==> config.mk <==
export PLATFORM = sky130hd
export DESIGN_NAME = rsa_modular_exponentiation_flat
export DESIGN_NICKNAME = d
export VERILOG_FILES = /design/src/rtl/core/rsa_modexp_pkg.sv /design/src/rtl/core/rsa_modexp_if.sv /design/src/rtl/core/rsa_modexp_mulmod.sv /design/src/rtl/core/rsa_modexp_engine.sv /design/src/rtl/core/rsa_modular_exponentiation.sv /design/src/flat_wrapper.sv
export SDC_FILE = /design/constraint.sdc
export NUM_CORES = 1
export LEC_CHECK = 0
export BUFFER_PORTS_ARGS = -buffer_cell sky130_fd_sc_hd__buf_2
export CORE_UTILIZATION = 35
export CTS_BUF_LIST = sky130_fd_sc_hd__clkbuf_4 sky130_fd_sc_hd__clkbuf_8 sky130_fd_sc_hd__clkbuf_16
export DETAILED_ROUTE_END_ITERATION = 12
export SYNTH_ARGS = -nofsm -noshare
export SYNTH_HDL_FRONTEND = slang
export SYNTH_SLANG_ARGS = --single-unit
==> constraint.sdc <==
create_clock -name clock -period 13.84 [get_ports clock]
set_clock_uncertainty 0.1 [all_clocks]
set_input_delay 1.384 -clock clock [delete_from_list [all_inputs] [get_ports clock]]
set_output_delay 1.384 -clock clock [all_outputs]
set_load 0.005 [all_outputs]
==> src/rtl/core/rsa_modexp_pkg.sv <==
// shared types and constants of the modular exponentiation block
// no dependencies; compiled first

package rsa_modexp_pkg;

   // default modulus width and fixed payload widths
   localparam int MOD_BITS_DEF = 16;
   localparam int MSG_BITS     = 16;
   localparam int RES_BITS     = 16;

   // configuration register indexes
   localparam int CSR_ADDR_BITS = 2;
   localparam logic [CSR_ADDR_BITS-1:0] CSR_MODULUS  = 2'd0;
   localparam logic [CSR_ADDR_BITS-1:0] CSR_PUB_EXP  = 2'd1;
   localparam logic [CSR_ADDR_BITS-1:0] CSR_PRIV_EXP = 2'd2;

   // register reset values
   localparam int MODULUS_RST  = 143;
   localparam int PUB_EXP_RST  = 7;
   localparam int PRIV_EXP_RST = 103;

   // request kinds
   localparam logic KIND_ENCRYPT = 1'b0;
   localparam logic KIND_DECRYPT = 1'b1;

   // status of a multi-cycle unit
   typedef struct packed {
      logic busy;
      logic done;
   } unit_stat_type;

endpackage

==> src/rtl/core/rsa_modexp_if.sv <==
// request and response channel interfaces of the modular exponentiation block
// depends on rsa_modexp_pkg

interface rsa_modexp_req_if import rsa_modexp_pkg::*; ();
   logic                valid;
   logic                ready;
   logic                kind;
   logic [MSG_BITS-1:0] message;

   modport source (output valid, output kind, output message, input ready);
   modport sink   (input valid, input kind, input message, output ready);
endinterface

interface rsa_modexp_rsp_if import rsa_modexp_pkg::*; ();
   logic                valid;
   logic                ready;
   logic [RES_BITS-1:0] result;
   logic                error;

   modport source (output valid, output result, output error, input ready);
   modport sink   (input valid, input result, input error, output ready);
endinterface

==> src/rtl/core/rsa_modexp_mulmod.sv <==
// shared modular multiplier: one registered multiply, then a bit-serial
// restoring reduction of the double-width product; depends on rsa_modexp_pkg

module rsa_modexp_mulmod
   import rsa_modexp_pkg::*;
#(
   parameter int MOD_BITS = MOD_BITS_DEF
) (
   input  logic                clock,
   input  logic                reset,
   input  logic                start,
   input  logic [MOD_BITS-1:0] op_a,
   input  logic [MOD_BITS-1:0] op_b,
   input  logic [MOD_BITS-1:0] modulus,
   output logic [MOD_BITS-1:0] remainder,
   output unit_stat_type       stat
);

   localparam int PROD_BITS = 2 * MOD_BITS;
   localparam int CNT_BITS  = $clog2(PROD_BITS + 1);

   logic [PROD_BITS-1:0] prod_ff, prod_in;
   logic [MOD_BITS-1:0]  rem_ff, rem_in;
   logic [CNT_BITS-1:0]  cnt_ff, cnt_in;
   logic                 run_ff, run_in;
   logic                 done_ff, done_in;

   logic [MOD_BITS:0]    rem_sh;
   logic [MOD_BITS:0]    rem_diff;

   // shift in the next product bit and subtract the modulus once if it fits
   assign rem_sh   = {rem_ff, prod_ff[PROD_BITS-1]};
   assign rem_diff = rem_sh - {1'b0, modulus};

   always_comb begin
      prod_in = prod_ff;
      rem_in  = rem_ff;
      cnt_in  = cnt_ff;
      run_in  = run_ff;
      done_in = 1'b0;
      if (start) begin
         prod_in = PROD_BITS'(op_a) * PROD_BITS'(op_b);
         rem_in  = '0;
         cnt_in  = CNT_BITS'(PROD_BITS);
         run_in  = 1'b1;
      end else if (run_ff) begin
         prod_in = prod_ff << 1;
         if (rem_sh >= {1'b0, modulus}) begin
            rem_in = rem_diff[MOD_BITS-1:0];
         end else begin
            rem_in = rem_sh[MOD_BITS-1:0];
         end
         cnt_in = cnt_ff - CNT_BITS'(1);
         if (cnt_ff == CNT_BITS'(1)) begin
            run_in  = 1'b0;
            done_in = 1'b1;
         end
      end
   end

   // control state
   always_ff @(posedge clock) begin
      if (reset) begin
         run_ff  <= 1'b0;
         done_ff <= 1'b0;
      end else begin
         run_ff  <= run_in;
         done_ff <= done_in;
      end
   end

   // datapath
   always_ff @(posedge clock) begin
      prod_ff <= prod_in;
      rem_ff  <= rem_in;
      cnt_ff  <= cnt_in;
   end

   assign remainder = rem_ff;
   assign stat.busy = run_ff;
   assign stat.done = done_ff;

endmodule

==> src/rtl/core/rsa_modexp_engine.sv <==
// square-and-multiply sequencer driving the shared modular multiplier
// depends on rsa_modexp_pkg and rsa_modexp_mulmod

module rsa_modexp_engine
   import rsa_modexp_pkg::*;
#(
   parameter int MOD_BITS = MOD_BITS_DEF
) (
   input  logic                clock,
   input  logic                reset,
   input  logic                start,
   input  logic                kind,
   input  logic [MOD_BITS-1:0] message,
   input  logic [MOD_BITS-1:0] exponent,
   input  logic [MOD_BITS-1:0] modulus,
   input  logic                ack,
   output logic [MOD_BITS-1:0] result,
   output logic                error,
   output unit_stat_type       stat
);

   localparam logic [2:0] ST_IDLE = 3'd0;
   localparam logic [2:0] ST_STEP = 3'd1;
   localparam logic [2:0] ST_MUL  = 3'd2;
   localparam logic [2:0] ST_SQR  = 3'd3;
   localparam logic [2:0] ST_DONE = 3'd4;

   logic [2:0]          state_ff, state_in;
   logic [MOD_BITS-1:0] acc_ff, acc_in;
   logic [MOD_BITS-1:0] base_ff, base_in;
   logic [MOD_BITS-1:0] exp_ff, exp_in;
   logic                err_ff, err_in;

   logic [MOD_BITS-1:0] exp_sh;
   logic                mm_start;
   logic                mm_square;
   logic [MOD_BITS-1:0] mm_a;
   logic [MOD_BITS-1:0] mm_rem;
   unit_stat_type       mm_stat;

   assign exp_sh = exp_ff >> 1;
   assign mm_a   = mm_square ? base_ff : acc_ff;

   rsa_modexp_mulmod #(
      .MOD_BITS (MOD_BITS)
   ) u_mulmod (
      .clock     (clock),
      .reset     (reset),
      .start     (mm_start),
      .op_a      (mm_a),
      .op_b      (base_ff),
      .modulus   (modulus),
      .remainder (mm_rem),
      .stat      (mm_stat)
   );

   // exponent bits scanned from the bottom: multiply on a one, square between bits
   always_comb begin
      state_in  = state_ff;
      acc_in    = acc_ff;
      base_in   = base_ff;
      exp_in    = exp_ff;
      err_in    = err_ff;
      mm_start  = 1'b0;
      mm_square = 1'b0;
      case (state_ff)
         ST_IDLE: begin
            if (start) begin
               exp_in  = exponent;
               base_in = message;
               err_in  = 1'b0;
               acc_in  = MOD_BITS'(1);
               if (kind == KIND_ENCRYPT && message >= modulus) begin
                  // encrypt of a message not below the modulus
                  err_in   = 1'b1;
                  acc_in   = '0;
                  state_in = ST_DONE;
               end else if (modulus == '0) begin
                  acc_in   = '0;
                  state_in = ST_DONE;
               end else begin
                  state_in = ST_STEP;
               end
            end
         end
         ST_STEP: begin
            if (exp_ff == '0) begin
               // exponent zero leaves the unreduced one
               state_in = ST_DONE;
            end else if (!mm_stat.busy) begin
               if (exp_ff[0]) begin
                  mm_start = 1'b1;
                  state_in = ST_MUL;
               end else begin
                  exp_in = exp_sh;
                  if (exp_sh != '0) begin
                     mm_start  = 1'b1;
                     mm_square = 1'b1;
                     state_in  = ST_SQR;
                  end else begin
                     state_in = ST_DONE;
                  end
               end
            end
         end
         ST_MUL: begin
            if (mm_stat.done) begin
               acc_in = mm_rem;
               exp_in = exp_sh;
               if (exp_sh != '0) begin
                  mm_start  = 1'b1;
                  mm_square = 1'b1;
                  state_in  = ST_SQR;
               end else begin
                  state_in = ST_DONE;
               end
            end
         end
         ST_SQR: begin
            if (mm_stat.done) begin
               base_in  = mm_rem;
               state_in = ST_STEP;
            end
         end
         ST_DONE: begin
            if (ack) begin
               state_in = ST_IDLE;
            end
         end
         default: begin
            state_in = ST_IDLE;
         end
      endcase
   end

   // control state
   always_ff @(posedge clock) begin
      if (reset) begin
         state_ff <= ST_IDLE;
      end else begin
         state_ff <= state_in;
      end
   end

   // working registers
   always_ff @(posedge clock) begin
      acc_ff  <= acc_in;
      base_ff <= base_in;
      exp_ff  <= exp_in;
      err_ff  <= err_in;
   end

   assign result    = acc_ff;
   assign error     = err_ff;
   assign stat.busy = (state_ff != ST_IDLE);
   assign stat.done = (state_ff == ST_DONE);

endmodule

==> src/rtl/core/rsa_modular_exponentiation.sv <==
// modular exponentiation top level: configuration registers, request intake,
// response register; depends on rsa_modexp_pkg, rsa_modexp_if, rsa_modexp_engine
//
// Usage:
//  - csr_we/csr_addr/csr_wdata write the modulus (0), public exponent (1) and
//    private exponent (2); write them only while no request is in flight
//  - req_bus carries kind (0 encrypt, 1 decrypt) and message; a request is
//    taken when valid and ready are both high
//  - rsp_bus returns result and error, held until the receiver takes it
// Throughput and sequencing:
//  - one request at a time; ready stays low from acceptance until the result
//    moves into the response register
//  - each exponent bit costs up to two modular multiplies on the shared unit,
//    each a registered multiply, then one reduction step per product bit,
//    then a hand-back of the remainder to the sequencer
//  - a rejected encrypt or zero modulus goes straight to done, zero exponent via step
// Reset: synchronous; registers return to modulus 143, exponents 7 and 103,
//  response register empty
// Stall: a finished result waits in the engine while the response register is
//  full and not being taken, and no new request is taken meanwhile

module rsa_modular_exponentiation
   import rsa_modexp_pkg::*;
#(
   parameter int MOD_BITS = MOD_BITS_DEF
) (
   input  logic                     clock,
   input  logic                     reset,
   input  logic                     csr_we,
   input  logic [CSR_ADDR_BITS-1:0] csr_addr,
   input  logic [MOD_BITS-1:0]      csr_wdata,
   rsa_modexp_req_if.sink           req_bus,
   rsa_modexp_rsp_if.source         rsp_bus
);

   logic [MOD_BITS-1:0] modulus_ff;
   logic [MOD_BITS-1:0] pub_exp_ff;
   logic [MOD_BITS-1:0] priv_exp_ff;

   logic                rsp_valid_ff, rsp_valid_in;
   logic [RES_BITS-1:0] rsp_result_ff;
   logic                rsp_error_ff;

   logic                req_take;
   logic                rsp_load;
   logic [MOD_BITS-1:0] eng_exp;
   logic [MOD_BITS-1:0] eng_result;
   logic                eng_error;
   unit_stat_type       eng_stat;

   // configuration registers
   always_ff @(posedge clock) begin
      if (reset) begin
         modulus_ff  <= MOD_BITS'(MODULUS_RST);
         pub_exp_ff  <= MOD_BITS'(PUB_EXP_RST);
         priv_exp_ff <= MOD_BITS'(PRIV_EXP_RST);
      end else if (csr_we) begin
         case (csr_addr)
            CSR_MODULUS:  modulus_ff  <= csr_wdata;
            CSR_PUB_EXP:  pub_exp_ff  <= csr_wdata;
            CSR_PRIV_EXP: priv_exp_ff <= csr_wdata;
            default: begin
            end
         endcase
      end
   end

   // request intake
   assign req_bus.ready = !eng_stat.busy;
   assign req_take      = req_bus.valid && !eng_stat.busy;
   assign eng_exp       = (req_bus.kind == KIND_DECRYPT) ? priv_exp_ff : pub_exp_ff;

   rsa_modexp_engine #(
      .MOD_BITS (MOD_BITS)
   ) u_engine (
      .clock    (clock),
      .reset    (reset),
      .start    (req_take),
      .kind     (req_bus.kind),
      .message  (MOD_BITS'(req_bus.message)),
      .exponent (eng_exp),
      .modulus  (modulus_ff),
      .ack      (rsp_load),
      .result   (eng_result),
      .error    (eng_error),
      .stat     (eng_stat)
   );

   // response register
   assign rsp_load = eng_stat.done && (!rsp_valid_ff || rsp_bus.ready);

   always_comb begin
      rsp_valid_in = rsp_valid_ff;
      if (rsp_load) begin
         rsp_valid_in = 1'b1;
      end else if (rsp_bus.ready) begin
         rsp_valid_in = 1'b0;
      end
   end

   always_ff @(posedge clock) begin
      if (reset) begin
         rsp_valid_ff <= 1'b0;
      end else begin
         rsp_valid_ff <= rsp_valid_in;
      end
   end

   always_ff @(posedge clock) begin
      if (rsp_load) begin
         rsp_result_ff <= RES_BITS'(eng_result);
         rsp_error_ff  <= eng_error;
      end
   end

   assign rsp_bus.valid  = rsp_valid_ff;
   assign rsp_bus.result = rsp_result_ff;
   assign rsp_bus.error  = rsp_error_ff;

   // a taken request blocks intake in the next cycle
   a_busy_after_take : assert property (
      @(posedge clock) disable iff (reset)
      req_take |=> !req_bus.ready
   ) else $error("request intake not blocked after acceptance");

   // a finished result reaches an empty response register at once
   a_result_moves : assert property (
      @(posedge clock) disable iff (reset)
      eng_stat.done && !rsp_valid_ff |=> rsp_valid_ff
   ) else $error("finished result not moved to the response register");

   // a flagged response carries a zero result
   a_error_zero : assert property (
      @(posedge clock) disable iff (reset)
      rsp_valid_ff && rsp_error_ff |-> rsp_result_ff == '0
   ) else $error("error response with nonzero result");

endmodule
==> src/flat_wrapper.sv <==
// flat-port wrapper written by rule: the top's interface ports become plain ports
module rsa_modular_exponentiation_flat import rsa_modexp_pkg::*;
#(
   parameter int MOD_BITS = MOD_BITS_DEF
)
  (clock, reset, csr_we, csr_addr, csr_wdata, req_bus_valid, req_bus_kind, req_bus_message, req_bus_ready, rsp_bus_valid, rsp_bus_result, rsp_bus_error, rsp_bus_ready);
  rsa_modexp_req_if req_bus_i ();
  rsa_modexp_rsp_if rsp_bus_i ();
  input  logic clock;
  input  logic reset;
  input  logic csr_we;
  input  logic [CSR_ADDR_BITS-1:0] csr_addr;
  input  logic [MOD_BITS-1:0] csr_wdata;
  input wire logic [$bits(req_bus_i.valid)-1:0] req_bus_valid;
  input wire logic [$bits(req_bus_i.kind)-1:0] req_bus_kind;
  input wire logic [$bits(req_bus_i.message)-1:0] req_bus_message;
  output wire logic [$bits(req_bus_i.ready)-1:0] req_bus_ready;
  output wire logic [$bits(rsp_bus_i.valid)-1:0] rsp_bus_valid;
  output wire logic [$bits(rsp_bus_i.result)-1:0] rsp_bus_result;
  output wire logic [$bits(rsp_bus_i.error)-1:0] rsp_bus_error;
  input wire logic [$bits(rsp_bus_i.ready)-1:0] rsp_bus_ready;
  assign req_bus_i.valid = req_bus_valid;
  assign req_bus_i.kind = req_bus_kind;
  assign req_bus_i.message = req_bus_message;
  assign req_bus_ready = req_bus_i.ready;
  assign rsp_bus_valid = rsp_bus_i.valid;
  assign rsp_bus_result = rsp_bus_i.result;
  assign rsp_bus_error = rsp_bus_i.error;
  assign rsp_bus_i.ready = rsp_bus_ready;
  rsa_modular_exponentiation #(.MOD_BITS(MOD_BITS)) u_core (.clock(clock), .reset(reset), .csr_we(csr_we), .csr_addr(csr_addr), .csr_wdata(csr_wdata), .req_bus(req_bus_i), .rsp_bus(rsp_bus_i));
endmodule
==> flow_summary.json <==
{
  "syn_nets": 2239,
  "worstSetupEndpointType": "flip-flop",
  "grt_pass1_wl_mm": 67.8,
  "grt_max_degree": 66,
  "ios": 59,
  "crit_arrival_ns": 8.28,
  "drc": 0,
  "slew_headroom_pct": 18.7,
  "num_vias": 12500,
  "rr_startpoint": "u_core.u_engine.state_ff[0]",
  "yosys_warnings": 0,
  "gp_congestion": 0.861,
  "post_cts_buffers": 0,
  "drtAntennaViolNets": 0,
  "timing.critical_path.mode_cell": "fa_1",
  "max_stage_delay_ns": 0.63,
  "grt_overflow_total": 0,
  "synth_area_um2": 16900,
  "min_period_over_period_pct": 59.0,
  "drt_iter0_drc": 816,
  "htree_levels": 4,
  "busiest_layer": "met2",
  "syn_avg_cell_area_um2": 9.06,
  "yosysUniqueCellTypes": 73,
  "rsz0062_at_grt": "no",
  "r2r_end": "u_core.u_engine.u_mulmod.prod_ff[31]",
  "max_freq_ghz": 0.123,
  "grt_use_total_pct": 17.5,
  "rows": 80,
  "synth_top_area_cell": "fa_1",
  "synthFlopType": "edfxtp_1",
  "finalHoldViolCount": 0,
  "worst_skew_pair.late_latency_ns": 0.46,
  "worstSetupPathType": "reg -> reg",
  "antennaDiodeCount": 0,
  "holdPathEnd": "u_core.priv_exp_ff[7]",
  "synth_top_cell_area_share_pct": 23.1,
  "holdPathStages": 2,
  "cts_resized": 0,
  "wl_per_cell_um": 16.9,
  "vias_per_cell": 5.01,
  "core_area_um2": 47700,
  "yosysMostFrequentCell": "nand2_1",
  "ys_ff_latch": 174,
  "synth_edf_count": 98,
  "use_met2_pct": 30.2,
  "nFillCells": 4761,
  "met3_usage_pct": 2.61,
  "antenna_found_initial": 1,
  "status": "complete, no violations",
  "setup_viol": 0,
  "fin_tns_setup_ns": 0,
  "synthTopCellsByArea": "fa_1 (23%), edfxtp_1 (17%), ha_1 (10%)",
  "timing.max_cap.violations": 0,
  "cts_buffers": 17,
  "tightest_slew_ns": 1.22,
  "cts-root-buf": "clkbuf_16",
  "drive_gt1_share_pct": 6.11,
  "use_met1_pct": 22.5,
  "final_nets": 2242,
  "start_util_pct": 35.4,
  "portBuffers": 58,
  "crit_start": "u_core.u_engine.state_ff[0]",
  "grt_pass1_vias": 12800,
  "cts_tree": "built",
  "cts_buffer_depth": 2,
  "r2r_slack_ns": 5.68,
  "yosysSeqAreaShare_pct": 26.4,
  "numClockSinks": 174,
  "area_delta_synth_final_pct": 8.31,
  "synthCells": 1866,
  "synthArstFlopShare_pct": 0,
  "min_from": "u_core.priv_exp_ff[7]",
  "final_util_pct": 38.4,
  "dieArea_um2": 49200,
  "die_h_um": 222,
  "start_kind": "flip-flop",
  "die_w_um": 222,
  "hold_buffers": 0,
  "drtPass1Iterations": 5,
  "totalWireLength_mm": 42.3,
  "critPathMaxFanout": 16,
  "ys_top_cells_by_count": "nand2_1 (405), inv_1 (252), fa_1 (195), ha_1 (138), and2_1 (126)",
  "maxSlewViolCount": 0,
  "period_needed_ns": 8.16,
  "cp.required_ns": 13.95,
  "worst_r2r_path_depth": 25,
  "hold_path_class": "reg -> reg",
  "path_clk_slew_ns": 0.08,
  "cpMaxStageDelayCell": "or3_1",
  "hpwl_mm": 33.1
}
state kept, by name (all words and copies together) (netlist names), 16 cells and up:
name and flops:
u_core.modulus_ff 16, u_core.u_engine.u_mulmod.prod_ff 32, u_core.rsp_bus.result 16, u_core.priv_exp_ff 16
u_core.u_engine.base_ff 16, u_core.u_engine.u_mulmod.remainder 16, u_core.u_engine.exp_ff 16, u_core.pub_exp_ff 16
u_core.u_engine.result 16
cell type report:
type                            count  area [um2]  area share (%)
Multi-Input combinational cell   1356       11200            60.9
Sequential cell                   174        4460            24.4
Inverter                          252         946            5.16
Tap cell                          615         769            4.20
Clock buffer                       18         450            2.46
Timing Repair Buffer               68         365            1.99
Clock inverter                     14         165           0.902
layout by cell type (no fill, tap or decap), types with 4 or more instances in the layout:
cell         n
and2_1     126
edfxtp_1    98
and4_1       6
clkinv_8     4
o21a_1      13
and3_1       8
nor2b_1      5
xor2_1      15
a211o_1      5
nor4_1       9
o21ai_1     41
nor3_1      13
nand2_1    405
buf_2       58
fa_1       195
nor2_1      46
a211oi_1    10
a21o_1      31
nand3_1     14
mux2i_1     27
dfxtp_1     76
buf_4       10
xnor2_1     25
clkbuf_16   18
ha_1       138
nand4_1     11
nand2b_1    12
or3_1        4
nand3b_1    13
inv_8        4
o21ai_0     42
o31ai_1      5
a21oi_1     75
inv_1      252
logic make-up (layout without fill, tap and decap cells):
group | after synthesis | after routing | share of synthesized area (%)
simple gates | 690 | 690 | 18.9
buf+inv | 336 | 352 | 7.71
fa+ha+maj | 333 | 333 | 33.3
compound gates | 264 | 264 | 9.86
flops | 174 | 174 | 26.4
xor+xnor | 40 | 40 | 2.07
mux | 29 | 29 | 1.73
worst max path at each step:
| stage | endpoint |
|---|---|
| 6_report | u_core.u_engine.u_mulmod.prod_ff[31] |
| 5_1_grt | u_core.u_engine.u_mulmod.prod_ff[30] |
| 4_1_cts | u_core.u_engine.u_mulmod.prod_ff[30] |
| 3_5_place_dp | u_core.u_engine.u_mulmod.prod_ff[30] |
| 3_3_place_gp | u_core.u_engine.u_mulmod.prod_ff[30] |
| 2_1_floorplan | u_core.u_engine.u_mulmod.prod_ff[30] |
critical path: cells and delay by family, from the launching register on:
| family | cells | cell delay [ns] |
|---|---|---|
| AO/OA/AOI/OAI | 7 | 1.78 |
| adder cells (fa/ha/maj) | 7 | 3.42 |
| AND/OR/NAND/NOR | 7 | 1.92 |
| buffers and inverters | 4 | 0.19 |
| flip-flops | 1 | 0.46 |
stage by stage:
step                      hold slack, ns  area [um2]  worst slack [ns]  std cells
final                              0.355       18300              5.68       2497
after global placement             0.341       17700              5.74       2465
after floorplan                    0.300       16900              6.79       1866
after global routing               0.371       18300              5.08       2497
after CTS                          0.357       18300              5.64       2497
after detailed placement           0.346       17700              5.66       2465
metal layers:
layer | part of all wire, % | vias to the layer above
met5 | 0.031 | -
met3 | 4.7 | 54
met4 | 2.1 | 2
li1 | - | 6033
met2 | 49 | 315
met1 | 44 | 6117
Power is left out: the tool's default activity adds up to more than one toggle a clock period on the data nets, which glitch-free logic cannot reach.
